## config.mk

```make
export PLATFORM = sky130hd
export DESIGN_NAME = hid_boot_report_to_ascii_top
export DESIGN_NICKNAME = d
export VERILOG_FILES = /design/src/sv/hbr_pkg.sv /design/src/sv/hbr_decode.sv /design/src/sv/hbr_emit.sv /design/src/sv/hid_boot_report_to_ascii_top.sv
export VERILOG_INCLUDE_DIRS = /design/src /design/src/sv
export SDC_FILE = /design/constraint.sdc
export NUM_CORES = 1
export LEC_CHECK = 0
export ABC_AREA = 1
export BUFFER_PORTS_ARGS = -buffer_cell sky130_fd_sc_hd__buf_2
export CORE_MARGIN = 2
export CORE_UTILIZATION = 58
export CTS_CLUSTER_DIAMETER = 80
export DETAILED_ROUTE_END_ITERATION = 10
export PLACE_DENSITY = 0.82
export SLEW_MARGIN = 20
export SYNTH_ARGS = -nofsm -noshare
export SYNTH_HDL_FRONTEND = slang
export SYNTH_SLANG_ARGS = --single-unit
```

## constraint.sdc

```tcl
create_clock -name clk_i -period 2.8 [get_ports clk_i]
set_clock_uncertainty 0.1 [all_clocks]
set_input_delay 0.28 -clock clk_i [delete_from_list [all_inputs] [get_ports clk_i]]
set_output_delay 0.28 -clock clk_i [all_outputs]
set_load 0.02 [all_outputs]
```

## src/sv/hid_boot_report_to_ascii_top_assert.svh

```systemverilog
// Assertion macros shared by the RTL of the HID boot report converter.
// HBR_ASSERT is disabled while reset is low; HBR_ASSERT_NORST is checked always.
`ifndef HID_BOOT_REPORT_TO_ASCII_TOP_ASSERT_SVH
`define HID_BOOT_REPORT_TO_ASCII_TOP_ASSERT_SVH

`ifndef SYNTH

`define HBR_ASSERT(lbl, clk, rstn, prop, msg) \
  lbl: assert property (@(posedge clk) disable iff (!rstn) prop) else $error(msg);

`define HBR_ASSERT_NORST(lbl, clk, prop, msg) \
  lbl: assert property (@(posedge clk) prop) else $error(msg);

`else

`define HBR_ASSERT(lbl, clk, rstn, prop, msg)

`define HBR_ASSERT_NORST(lbl, clk, prop, msg)

`endif

`endif

```

## src/sv/hbr_pkg.sv

```systemverilog
package hbr_pkg;

  localparam int MAX_KEY_SLOTS = 6;
  localparam int USAGE_W       = 8;
  localparam int CHAR_W        = 7;
  localparam int IN_DATA_W     = USAGE_W * (MAX_KEY_SLOTS + 1);
  localparam int OUT_DATA_W    = ((CHAR_W + 7) / 8) * 8;

  localparam logic [USAGE_W-1:0] SHIFT_MASK   = 8'h22;
  localparam logic [USAGE_W-1:0] CTRL_MASK    = 8'h11;

  // Usage codes of the boot keyboard page
  localparam logic [USAGE_W-1:0] USAGE_ERR_ROLL  = 8'h01;
  localparam logic [USAGE_W-1:0] USAGE_A         = 8'h04;
  localparam logic [USAGE_W-1:0] USAGE_Z         = 8'h1D;
  localparam logic [USAGE_W-1:0] USAGE_1         = 8'h1E;
  localparam logic [USAGE_W-1:0] USAGE_0         = 8'h27;
  localparam logic [USAGE_W-1:0] USAGE_ENTER     = 8'h28;
  localparam logic [USAGE_W-1:0] USAGE_ESCAPE    = 8'h29;
  localparam logic [USAGE_W-1:0] USAGE_BACKSPACE = 8'h2A;
  localparam logic [USAGE_W-1:0] USAGE_TAB       = 8'h2B;
  localparam logic [USAGE_W-1:0] USAGE_SPACE     = 8'h2C;
  localparam logic [USAGE_W-1:0] USAGE_MINUS     = 8'h2D;
  localparam logic [USAGE_W-1:0] USAGE_SLASH     = 8'h38;

  localparam logic [CHAR_W-1:0] ASCII_CR      = 7'h0D;
  localparam logic [CHAR_W-1:0] ASCII_ESC     = 7'h1B;
  localparam logic [CHAR_W-1:0] ASCII_BS      = 7'h08;
  localparam logic [CHAR_W-1:0] ASCII_HT      = 7'h09;
  localparam logic [CHAR_W-1:0] ASCII_SPACE   = 7'h20;
  localparam logic [CHAR_W-1:0] ASCII_ZERO    = 7'h30;
  localparam logic [CHAR_W-1:0] ASCII_UPPER_A = 7'h41;
  localparam logic [CHAR_W-1:0] ASCII_LOWER_A = 7'h61;
  localparam logic [CHAR_W-1:0] ASCII_NONE    = 7'h00;

  // Shifted digit row, indexed by digit value
  function automatic logic [CHAR_W-1:0] shifted_digit(input logic [3:0] d);
    logic [CHAR_W-1:0] c;
    case (d)
      4'd0:    c = 7'h29;
      4'd1:    c = 7'h21;
      4'd2:    c = 7'h40;
      4'd3:    c = 7'h23;
      4'd4:    c = 7'h24;
      4'd5:    c = 7'h25;
      4'd6:    c = 7'h5E;
      4'd7:    c = 7'h26;
      4'd8:    c = 7'h2A;
      4'd9:    c = 7'h28;
      default: c = ASCII_NONE;
    endcase
    return c;
  endfunction

  // Punctuation from the minus key up to the slash key; the non-US hash key maps to nothing
  function automatic logic [CHAR_W-1:0] punct_char(input logic [3:0] idx, input logic shift);
    logic [CHAR_W-1:0] c;
    case (idx)
      4'd0:    c = shift ? 7'h5F : 7'h2D;
      4'd1:    c = shift ? 7'h2B : 7'h3D;
      4'd2:    c = shift ? 7'h7B : 7'h5B;
      4'd3:    c = shift ? 7'h7D : 7'h5D;
      4'd4:    c = shift ? 7'h7C : 7'h5C;
      4'd6:    c = shift ? 7'h3A : 7'h3B;
      4'd7:    c = shift ? 7'h22 : 7'h27;
      4'd8:    c = shift ? 7'h7E : 7'h60;
      4'd9:    c = shift ? 7'h3C : 7'h2C;
      4'd10:   c = shift ? 7'h3E : 7'h2E;
      4'd11:   c = shift ? 7'h3F : 7'h2F;
      default: c = ASCII_NONE;
    endcase
    return c;
  endfunction

  function automatic logic [CHAR_W-1:0] usage_to_ascii(input logic [USAGE_W-1:0] usage,
                                                       input logic [USAGE_W-1:0] mods);
    logic              shift;
    logic              ctrl;
    logic [USAGE_W-1:0] idx;
    logic [3:0]        d;
    logic [CHAR_W-1:0] c;
    shift = |(mods & SHIFT_MASK);
    ctrl  = |(mods & CTRL_MASK);
    idx   = usage - USAGE_A;
    d     = (usage == USAGE_0) ? 4'd0 : 4'(usage - USAGE_1 + 8'd1);
    c     = ASCII_NONE;
    if (usage >= USAGE_A && usage <= USAGE_Z) begin
      // control wins over shift
      c = ctrl ? CHAR_W'(idx + 8'd1)
               : CHAR_W'(idx) + (shift ? ASCII_UPPER_A : ASCII_LOWER_A);
    end else if (usage >= USAGE_1 && usage <= USAGE_0) begin
      c = shift ? shifted_digit(d) : ASCII_ZERO + CHAR_W'(d);
    end else if (usage >= USAGE_MINUS && usage <= USAGE_SLASH) begin
      c = punct_char(4'(usage - USAGE_MINUS), shift);
    end else begin
      case (usage)
        USAGE_ENTER:     c = ASCII_CR;
        USAGE_ESCAPE:    c = ASCII_ESC;
        USAGE_BACKSPACE: c = ASCII_BS;
        USAGE_TAB:       c = ASCII_HT;
        USAGE_SPACE:     c = ASCII_SPACE;
        default:         c = ASCII_NONE;
      endcase
    end
    return c;
  endfunction

endpackage

```

## src/sv/hbr_decode.sv

```systemverilog
module hbr_decode #(
  parameter int KEY_SLOTS = hbr_pkg::MAX_KEY_SLOTS
) (
  input  logic                                        clk_i,
  input  logic                                        rst_ni,
  input  logic                                        in_valid_i,
  output logic                                        in_ready_o,
  input  logic [hbr_pkg::IN_DATA_W-1:0]               in_data_i,
  output logic                                        out_valid_o,
  input  logic                                        out_ready_i,
  output logic [KEY_SLOTS-1:0]                        out_mask_o,
  output logic [KEY_SLOTS-1:0][hbr_pkg::CHAR_W-1:0]   out_chars_o
);
  import hbr_pkg::*;

  logic                              rep_vld_q, rep_vld_d;
  logic [USAGE_W-1:0]                mods_q;
  logic [KEY_SLOTS-1:0][USAGE_W-1:0] slot_q;
  logic [KEY_SLOTS-1:0][USAGE_W-1:0] prev_q;
  logic                              accept;
  logic                              advance;
  logic [KEY_SLOTS-1:0]              held;

  assign advance    = rep_vld_q && out_ready_i;
  assign in_ready_o = !rep_vld_q || out_ready_i;
  assign accept     = in_valid_i && in_ready_o;
  assign rep_vld_d  = accept ? 1'b1 : (advance ? 1'b0 : rep_vld_q);

  always_ff @(posedge clk_i or negedge rst_ni) begin
    if (!rst_ni) begin
      rep_vld_q <= 1'b0;
    end else begin
      rep_vld_q <= rep_vld_d;
    end
  end

  always_ff @(posedge clk_i) begin
    if (accept) begin
      mods_q <= in_data_i[USAGE_W-1:0];
      for (int i = 0; i < KEY_SLOTS; i++) begin
        slot_q[i] <= in_data_i[USAGE_W*(i+1) +: USAGE_W];
      end
    end
  end

  // Previous report: updated as the report leaves for the emitter
  always_ff @(posedge clk_i or negedge rst_ni) begin
    if (!rst_ni) begin
      prev_q <= '0;
    end else if (advance) begin
      prev_q <= slot_q;
    end
  end

  always_comb begin
    for (int i = 0; i < KEY_SLOTS; i++) begin
      held[i] = 1'b0;
      for (int j = 0; j < KEY_SLOTS; j++) begin
        held[i] = held[i] | (prev_q[j] == slot_q[i]);
      end
      out_chars_o[i] = usage_to_ascii(slot_q[i], mods_q);
      out_mask_o[i]  = (slot_q[i] > USAGE_ERR_ROLL) && !held[i]
                       && (out_chars_o[i] != ASCII_NONE);
    end
  end

  assign out_valid_o = rep_vld_q;

endmodule

```

## src/sv/hbr_emit.sv

```systemverilog
`include "hid_boot_report_to_ascii_top_assert.svh"

module hbr_emit #(
  parameter int KEY_SLOTS = hbr_pkg::MAX_KEY_SLOTS
) (
  input  logic                                        clk_i,
  input  logic                                        rst_ni,
  input  logic                                        in_valid_i,
  output logic                                        in_ready_o,
  input  logic [KEY_SLOTS-1:0]                        in_mask_i,
  input  logic [KEY_SLOTS-1:0][hbr_pkg::CHAR_W-1:0]   in_chars_i,
  output logic                                        out_valid_o,
  input  logic                                        out_ready_i,
  output logic [hbr_pkg::CHAR_W-1:0]                  out_char_o,
  output logic                                        out_last_o
);
  import hbr_pkg::*;

  logic [KEY_SLOTS-1:0]              mask_q, mask_d;
  logic [KEY_SLOTS-1:0][CHAR_W-1:0]  chars_q;
  logic [KEY_SLOTS-1:0]              pick;
  logic [KEY_SLOTS-1:0]              rest;
  logic [CHAR_W-1:0]                 pick_char;
  logic                              emit;
  logic                              load;
  logic                              out_vld_q;
  logic [CHAR_W-1:0]                 out_char_q;
  logic                              out_last_q;

  // Lowest pending slot goes out first
  assign pick = mask_q & (~mask_q + KEY_SLOTS'(1));
  assign rest = mask_q & ~pick;

  always_comb begin
    pick_char = '0;
    for (int i = 0; i < KEY_SLOTS; i++) begin
      pick_char = pick_char | (pick[i] ? chars_q[i] : '0);
    end
  end

  assign emit       = (mask_q != '0) && (!out_vld_q || out_ready_i);
  assign in_ready_o = (mask_q == '0) || (emit && (rest == '0));
  assign load       = in_valid_i && in_ready_o;
  assign mask_d     = load ? in_mask_i : (emit ? rest : mask_q);

  always_ff @(posedge clk_i or negedge rst_ni) begin
    if (!rst_ni) begin
      mask_q    <= '0;
      out_vld_q <= 1'b0;
    end else begin
      mask_q <= mask_d;
      if (emit) begin
        out_vld_q <= 1'b1;
      end else if (out_ready_i) begin
        out_vld_q <= 1'b0;
      end
    end
  end

  always_ff @(posedge clk_i) begin
    if (load) begin
      chars_q <= in_chars_i;
    end
    if (emit) begin
      out_char_q <= pick_char;
      out_last_q <= (rest == '0);
    end
  end

  assign out_valid_o = out_vld_q;
  assign out_char_o  = out_char_q;
  assign out_last_o  = out_last_q;

  `HBR_ASSERT(a_mask_only_drains, clk_i, rst_ni, !load |=> (mask_q & ~$past(mask_q)) == '0, "mask grew")
  `HBR_ASSERT(a_load_when_empty, clk_i, rst_ni, load |-> in_ready_o, "report loaded over characters")
  `HBR_ASSERT(a_emit_fills_out, clk_i, rst_ni, emit |=> out_vld_q, "emitted character not held")
  `HBR_ASSERT_NORST(a_reset_empty, clk_i, !rst_ni |=> mask_q == '0 && !out_vld_q, "not empty in reset")

endmodule

```

## src/sv/hid_boot_report_to_ascii_top.sv

```systemverilog
// A report is held in the decode input register, then the char buffer, then the output register.
// Throughput: one character per cycle while m_axis_tready_i is high; a report holds the emitter
//   until its new characters (at most KEY_SLOTS) have drained through the single result channel.
// A report with no new character still passes through the char buffer and still updates the stored key slots.
// Reset (rst_ni low, asynchronous): stored previous key slots cleared to zero, all stages empty.
module hid_boot_report_to_ascii_top #(
  parameter int KEY_SLOTS = hbr_pkg::MAX_KEY_SLOTS
) (
  input  logic                              clk_i,
  input  logic                              rst_ni,
  input  logic                              s_axis_tvalid_i,
  output logic                              s_axis_tready_o,
  // [7:0] modifiers, [15:8] key_slot_0, [23:16] key_slot_1, [31:24] key_slot_2,
  // [39:32] key_slot_3, [47:40] key_slot_4, [55:48] key_slot_5
  input  logic [hbr_pkg::IN_DATA_W-1:0]     s_axis_tdata_i,
  output logic                              m_axis_tvalid_o,
  input  logic                              m_axis_tready_i,
  // [6:0] ascii_char, [7] zero
  output logic [hbr_pkg::OUT_DATA_W-1:0]    m_axis_tdata_o,
  // last_of_report
  output logic                              m_axis_tlast_o
);
  import hbr_pkg::*;

  // Decoded report on its way to the emitter
  logic                             dec_valid;
  logic                             dec_ready;
  logic [KEY_SLOTS-1:0]             dec_mask;
  logic [KEY_SLOTS-1:0][CHAR_W-1:0] dec_chars;
  logic [CHAR_W-1:0]                out_char;

  // Input register, comparison with the previous report and usage mapping
  hbr_decode #(
    .KEY_SLOTS (KEY_SLOTS)
  ) u_decode (
    .clk_i       (clk_i),
    .rst_ni      (rst_ni),
    .in_valid_i  (s_axis_tvalid_i),
    .in_ready_o  (s_axis_tready_o),
    .in_data_i   (s_axis_tdata_i),
    .out_valid_o (dec_valid),
    .out_ready_i (dec_ready),
    .out_mask_o  (dec_mask),
    .out_chars_o (dec_chars)
  );

  // Character buffer drained one item per cycle into the output register, unless the master side holds that register
  hbr_emit #(
    .KEY_SLOTS (KEY_SLOTS)
  ) u_emit (
    .clk_i       (clk_i),
    .rst_ni      (rst_ni),
    .in_valid_i  (dec_valid),
    .in_ready_o  (dec_ready),
    .in_mask_i   (dec_mask),
    .in_chars_i  (dec_chars),
    .out_valid_o (m_axis_tvalid_o),
    .out_ready_i (m_axis_tready_i),
    .out_char_o  (out_char),
    .out_last_o  (m_axis_tlast_o)
  );

  // Pad the character up to a whole byte
  assign m_axis_tdata_o = OUT_DATA_W'(out_char);

endmodule
```

==> results.cfg, run 1 <==
[outcome]
status = completed

[global_route]
grt-ovfl-total = 0
antenna_found_initial = 0
grt_usage_pct = 42.4
grt_pass1_wl_um = 94200
grt_start_max_net_pins = 67
grt_pass1_vias = 16955

[worst_setup_path]
required_ps = 3050
criticalPathCategory = reg -> reg
ff2ff_setup_slack_ps = 100
arrival_ps = 2950
crit_path_start_kind = register
rr_worst_depth = 19
crit_fanout = 9
timing.rr.end = u_emit.mask_q[4]
endpoint_kind = register
r2r-start = u_decode.slot_q[33]

[synthesis]
seq_area_frac_synth_pct = 27.3
synth.avg_cell_area_sq_um = 6.59
syn_area_sq_um = 16400
yosysTopAreaCellShare_pct = 18.7
synth_area_leaders = edfxtp_1, nand2_1, dfrtp_1, xnor2_1, inv_1
syn_inst = 2487
synth_edf_count = 102
ys_types = 58
synth-async-reset-ratio_pct = 35.4
ys_seq_elements = 158
syn-num-nets = 2614
yosysWarningCount = 0
synth_flop_cell = edfxtp_1
yosysTopAreaCell = edfxtp_1

[worst_hold_path]
hp-class = in -> async

[drt]
wl_um = 62800
drt-initial-drc-count = 2362
antenna_left = 0
first_pass_iters = 6
vias = 18527
wl_per_cell_um = 20.5
drc = 0
via_per_inst = 6.04

[timing]
final-hold-violation-count = 0
slew_violations = 0
fmax_ghz = 0.370
period_share_pct = 96.4
rsz0062_at_grt = yes
setup_ws_ps = 100
period_minus_slack_ps = 2700
max_slew_margin_pct = 48.7
tns_ps = 0
setup_viol = 0
tightestPinTransition_ps = 770

[clock_network]
cts_buffers = 17
tritoncts = yes
clk_latency_ps = 470
clk_pin_slew_ps = 70
htree_levels = 4
cts_sinks = 158
root_buffer = clkbuf_16
cts_max_path_buffers = 2

[place]
place_area_sq_um = 17800
io_buffers = 65
dp_cells = 2957
dpl.hpwl_um = 44600
gp_congestion = 1.08
dpl_worst_slack_ps = 16.9

[final_layout]
register_area_sq_um = 4460
multi_input_area_sq_um = 10400
drive_above_1_share_pct = 14.6
antenna_cells = 0
postLayoutCoreUtil_pct = 69.6
fin_area_sq_um = 19300
nNetsFinal = 2804
finalNonFillerCells = 3068
fillers = 2380
syn2layout_area_growth_pct = 18.1

[floorplanning]
num_io_pins = 71
core_sq_um = 27800
die_h_um = 172
die_area_sq_um = 29600
initial_core_util_pct = 59.0
die_w_um = 172
floorplan.rows = 61

[job]
max_cap_viol_count = 0

[pwr]
ir_worst_vdd_mv = 0.667
leakagePower_nw = 9.27
power.density_nw_per_um2 = 895
[cell type report]
| cell class | count | area share [%] |
|---|---|---|
| multi-input combinational | 1917 | 53.7 |
| timing repair buffer | 312 | 12.4 |
| sequential | 158 | 23.1 |
| inverter | 271 | 5.37 |
| clock buffer | 22 | 2.45 |
| clock inverter | 10 | 0.537 |
| tap | 378 | 2.44 |
[worst max path at each step]
| stage | slack [ps] | endpoint | start | cells past startpoint |
|---|---|---|---|---|
| 6_report | 100 | u_emit.mask_q[4] | u_decode.slot_q[33] | 19 |
| 5_1_grt | -90 | u_emit.mask_q[4] | u_decode.slot_q[33] | 19 |
| 4_1_cts | 10 | u_emit.mask_q[5] | u_decode.slot_q[40] | 15 |
| 3_5_place_dp | 20 | u_emit.mask_q[5] | u_decode.slot_q[40] | 15 |
| 3_3_place_gp | 70 | u_emit.mask_q[0] | u_decode.slot_q[2] | 12 |
| 2_1_floorplan | 20 | u_emit.mask_q[3] | u_decode.mods_q[5] | 14 |
[metrics by stage]
| step | hold slack, ps | power [mW] |
|---|---|---|
| finish | 119 | 17.3 |
| global route | 149 | 18.2 |
| CTS | 124 | 16.6 |
| detailed placement | 48.1 | 14.1 |
| global placement | 45.4 | 13.9 |
| floorplan | -116 | 10.7 |
[cells in the final DEF (no fill, tap or decap), types with 9 or more instances in the layout]
cell type      synthesis  final
a31oi_1               13     13
xnor2_1              136    135
edfxtp_1             102    102
clkbuf_16              0     17
dfrtp_1               56     56
o21ai_0              111    106
o2111ai_1             18     18
o31ai_1                9      9
ha_1                  67     62
nand4_1               79     79
clkinv_1              12      9
a21oi_1               67     64
nor3_1                40     39
buf_2                 46     65
buf_4                 18    185
nor4_1                30     30
dlygate4sd3_1          0     55
nor2_2                12     13
nand3_1              154    153
nand2_2                5     13
xor2_1                61     60
inv_1                240    231
o221ai_1              16     16
nor2_1               221    217
or2_2                 10     10
o21ai_1               12     16
nand2_1              778    769
inv_2                 19     25
[cells by family after synthesis]
kind of cell | synth area share [%]
other cells | 0.0229
xor+xnor | 11.0
simple gates | 35.1
flops | 27.3
buf+inv | 10.4
compound gates | 11.1
fa+ha+maj | 5.12
[synth_stat cells (all sizes together) (9+ instances only)]
cell type	count
xnor2	138
o221ai	16
nand4	81
ha	67
or2	13
buf	70
clkbuf	72
o21ai	123
nand3	155
nand2	783
o2111ai	18
o31ai	9
dfrtp	56
nor3	43
a31oi	13
a21oi	70
nor2	235
clkinv	12
edfxtp	102
nor4	31
xor2	64
inv	259
[flip-flops by register name, indices dropped and copies added (netlist names)]
register              count
u_decode.mods_q           4
u_emit.out_char_o         7
u_decode.prev_q          48
u_emit.out_valid_o        1
u_decode.slot_q          48
u_emit.chars_q           42
u_decode.out_valid_o      1
u_emit.mask_q             6
u_emit.out_last_o         1
[repair_timing]
| item | CTS | global route |
|---|---|---|
| pin swaps | 0 | 5 |
| gates cloned | 0 | 1 |
| hold buffers | 55 | 0 |
| endpoints found under the hold margin | 110 | 0 |
| endpoints found under the setup margin | 1 | 41 |
| gates resized for setup | 1 | 53 |
| buffers inserted | 0 | 23 |
[critical path: stages, from the launching register on]
cell      delay [ps]
edfxtp_1         450
buf_4            230
o21ai_1          220
nand2_1          190
nand2_4          180
nor2_4            50
nand2_1           80
nand2_1           80
nor2_2           130
nand3_1          110
nand2_1           70
nand2_1           50
nand2_1           70
nand2_1           50
nand2_1           80
nand2_1           50
nor2_1            80
nand2_1          110
nand2_2          130
a21oi_2           60
[metal layers]
metal  share of wire, %  wire length [um]  global-route usage (%)
met5                  0                 0                       0
met2                 42             26500                    63.9
met3                 13              8420                    11.8
met4                5.6              3510                    21.2
met1                 39             24400                    55.8
[power breakdown]
part / switching (mW) / total, mW / internal (mW) / leakage, nW
Clock: 1.05 / 2.36 / 1.31 / 0.278
Sequential: 1.46 / 4.77 / 3.31 / 1.65
Combinational: 6.40 / 10.2 / 3.78 / 7.34
Note: power is estimated with default switching activity, not from simulation.
==> inputs of run 2 (changes only) <==
- CORE_UTILIZATION: 58 -> 49
- PLACE_DENSITY: 0.82 -> 0.71
==> run 2 against run 1 <==
  * First-iteration DRC count down 23%
  * Wire length down 3.6%
  * Maximum frequency up 1.9%
  * Via count down 3.2%
  * Utilization down 10 points
  * Power down 2.2%
  * Sequential power down 3%
  * Critical endpoint is now u_emit.mask_q[3]
  * Largest power group unchanged
  * Cell count up 1.8%
  * Non-clock buffer count down 7
==> results.cfg, run 2 (same netlist as run 1, synthesis figures left out) <==
[floorplanning]
die_w_um = 187
die_area_sq_um = 34900
core_sq_um = 32700
initial_core_util_pct = 50.1
floorplan.rows = 66
die_h_um = 187
num_io_pins = 71

[worst_setup_path]
cpPeakStageDelay_ps = 390
cp_cell_sequence = nor2_2, inv_2, nor3_2, buf_12, ha_1, inv_1, o31ai_2, or2_2, a32oi_2, nor2_1, nand2_1, nand2_1, a21oi_1
crit_start = u_decode.mods_q[5]
arrival_ps = 2930
crit_path_start_kind = register
criticalPathCategory = reg -> reg
crit_top_cell = nand2_1
r2r-start = u_decode.mods_q[5]
endpoint_kind = register
crit_fanout = 6
crit_slowest_cell = edfxtp_1
required_ps = 3080

[timing]
final-hold-violation-count = 0
setup_viol = 0
period_minus_slack_ps = 2650
rsz0062_at_grt = yes
fmax_ghz = 0.377
tightestPinTransition_ps = 729
tns_ps = 0
max_slew_margin_pct = 51.4
setup_ws_ps = 151
period_share_pct = 94.6
hold_slack_ps = 34.3
slew_violations = 0

[clock_network]
cts_buffers = 17
tritoncts = yes
htree_levels = 4
clk_pin_slew_ps = 80
root_buffer = clkbuf_16
clk_latency_ps = 460
cts_sinks = 158
cts_max_path_buffers = 2

[pwr]
power.density_nw_per_um2 = 875
finalPower_mw = 16.9
ir_worst_vdd_mv = 0.648
leakagePower_nw = 9.25

[worst_hold_path]
hp-class = in -> reg
hp-start = m_axis_tready_i

[final_layout]
nNetsFinal = 2796
final_cell_mix = nand2_1, inv_1, nor2_1
drive_above_1_share_pct = 14.4
fillers = 3131
register_area_sq_um = 4460
finalNonFillerCells = 3124
reg.largest.list = u_decode.prev_q (48), u_decode.slot_q (48), u_emit.chars_q (42)
multi_input_area_sq_um = 10400
syn2layout_area_growth_pct = 18.2
mostFrequentLayoutCell = nand2_1
antenna_cells = 0

[drt]
vias = 17927
first_pass_iters = 8
via_per_inst = 5.74
wl_um = 60600
antenna_left = 0
drc = 0
drt-initial-drc-count = 1829
wl_per_cell_um = 19.4

[global_route]
grt_use_met1_pct = 47.3
grt_pass1_vias = 16440
grt_usage_pct = 34.1
antenna_found_initial = 0
grt-busiest-layer = met2
grt_util_met2_pct = 51.9
grtUsageMet3_pct = 6.77
grt_start_max_net_pins = 67
grt_pass1_wl_um = 92700
grt-ovfl-total = 0

[place]
gp_congestion = 1.06
dp_cells = 3022
dpl.hpwl_um = 44400
io_buffers = 65
dpl_worst_slack_ps = 112

[outcome]
status = completed

[job]
max_cap_viol_count = 0
[run 2: area by class of cell]
cell class,instances,share of cell area [%]
Clock inverter,15,0.776
Clock buffer,17,2.20
Timing Repair Buffer,305,12.2
Tap cell,442,2.86
Multi-Input combinational cell,1916,53.6
Sequential cell,158,23.1
Inverter,271,5.29
[run 2: path summary, 6_finish.rpt]
check / end / slack [ps] / cells after the start
worst min register to register: u_emit.out_valid_o / 440 / 2
max in group asynchronous: u_decode.prev_q[37] / 1800 / 3
min in group asynchronous: u_emit.out_valid_o / 90 / 2
worst min-delay path: u_emit.out_valid_o / 30 / 4
worst max register to register: u_emit.mask_q[3] / 150 / 13
worst max-delay path: u_emit.mask_q[3] / 150 / 13
[run 2: power by group]
group	total [mW]	switching [mW]	internal, mW
registers	4.63	1.31	3.31
clock network	2.32	1.14	1.18
logic	9.99	6.23	3.75
[run 2: per-layer routing]
layer	part of all wire (%)	vias to the layer above	routed length [um]
met2	43	1082	26200
li1	-	8486	-
met4	3.9	0	2360
met3	11	166	6440
met1	42	8193	25500
met5	0	-	0
[run 2: stage by stage]
stage,area (sq um),utilization (%)
after floorplan,16400,-
after global placement,18000,54.9
after detailed placement,18000,54.9
after CTS,19100,58.3
after global routing,19400,59.2
final,19400,59.2
[run 2: critical path: cells and delay by family, from the launching register on]
family / cells / cell delay (ps)
buf+inv: 3 / 350
simple gates: 6 / 970
fa+ha+maj: 1 / 270
compound gates: 3 / 480
flops: 1 / 390
[run 2: repair_timing]
action / 4_1_cts / 5_1_grt
hold buffers: 54 / 0
setup endpoints to repair: 0 / 9
hold endpoints to repair: 109 / 0
buffers inserted: 0 / 15
resized for setup: 0 / 48
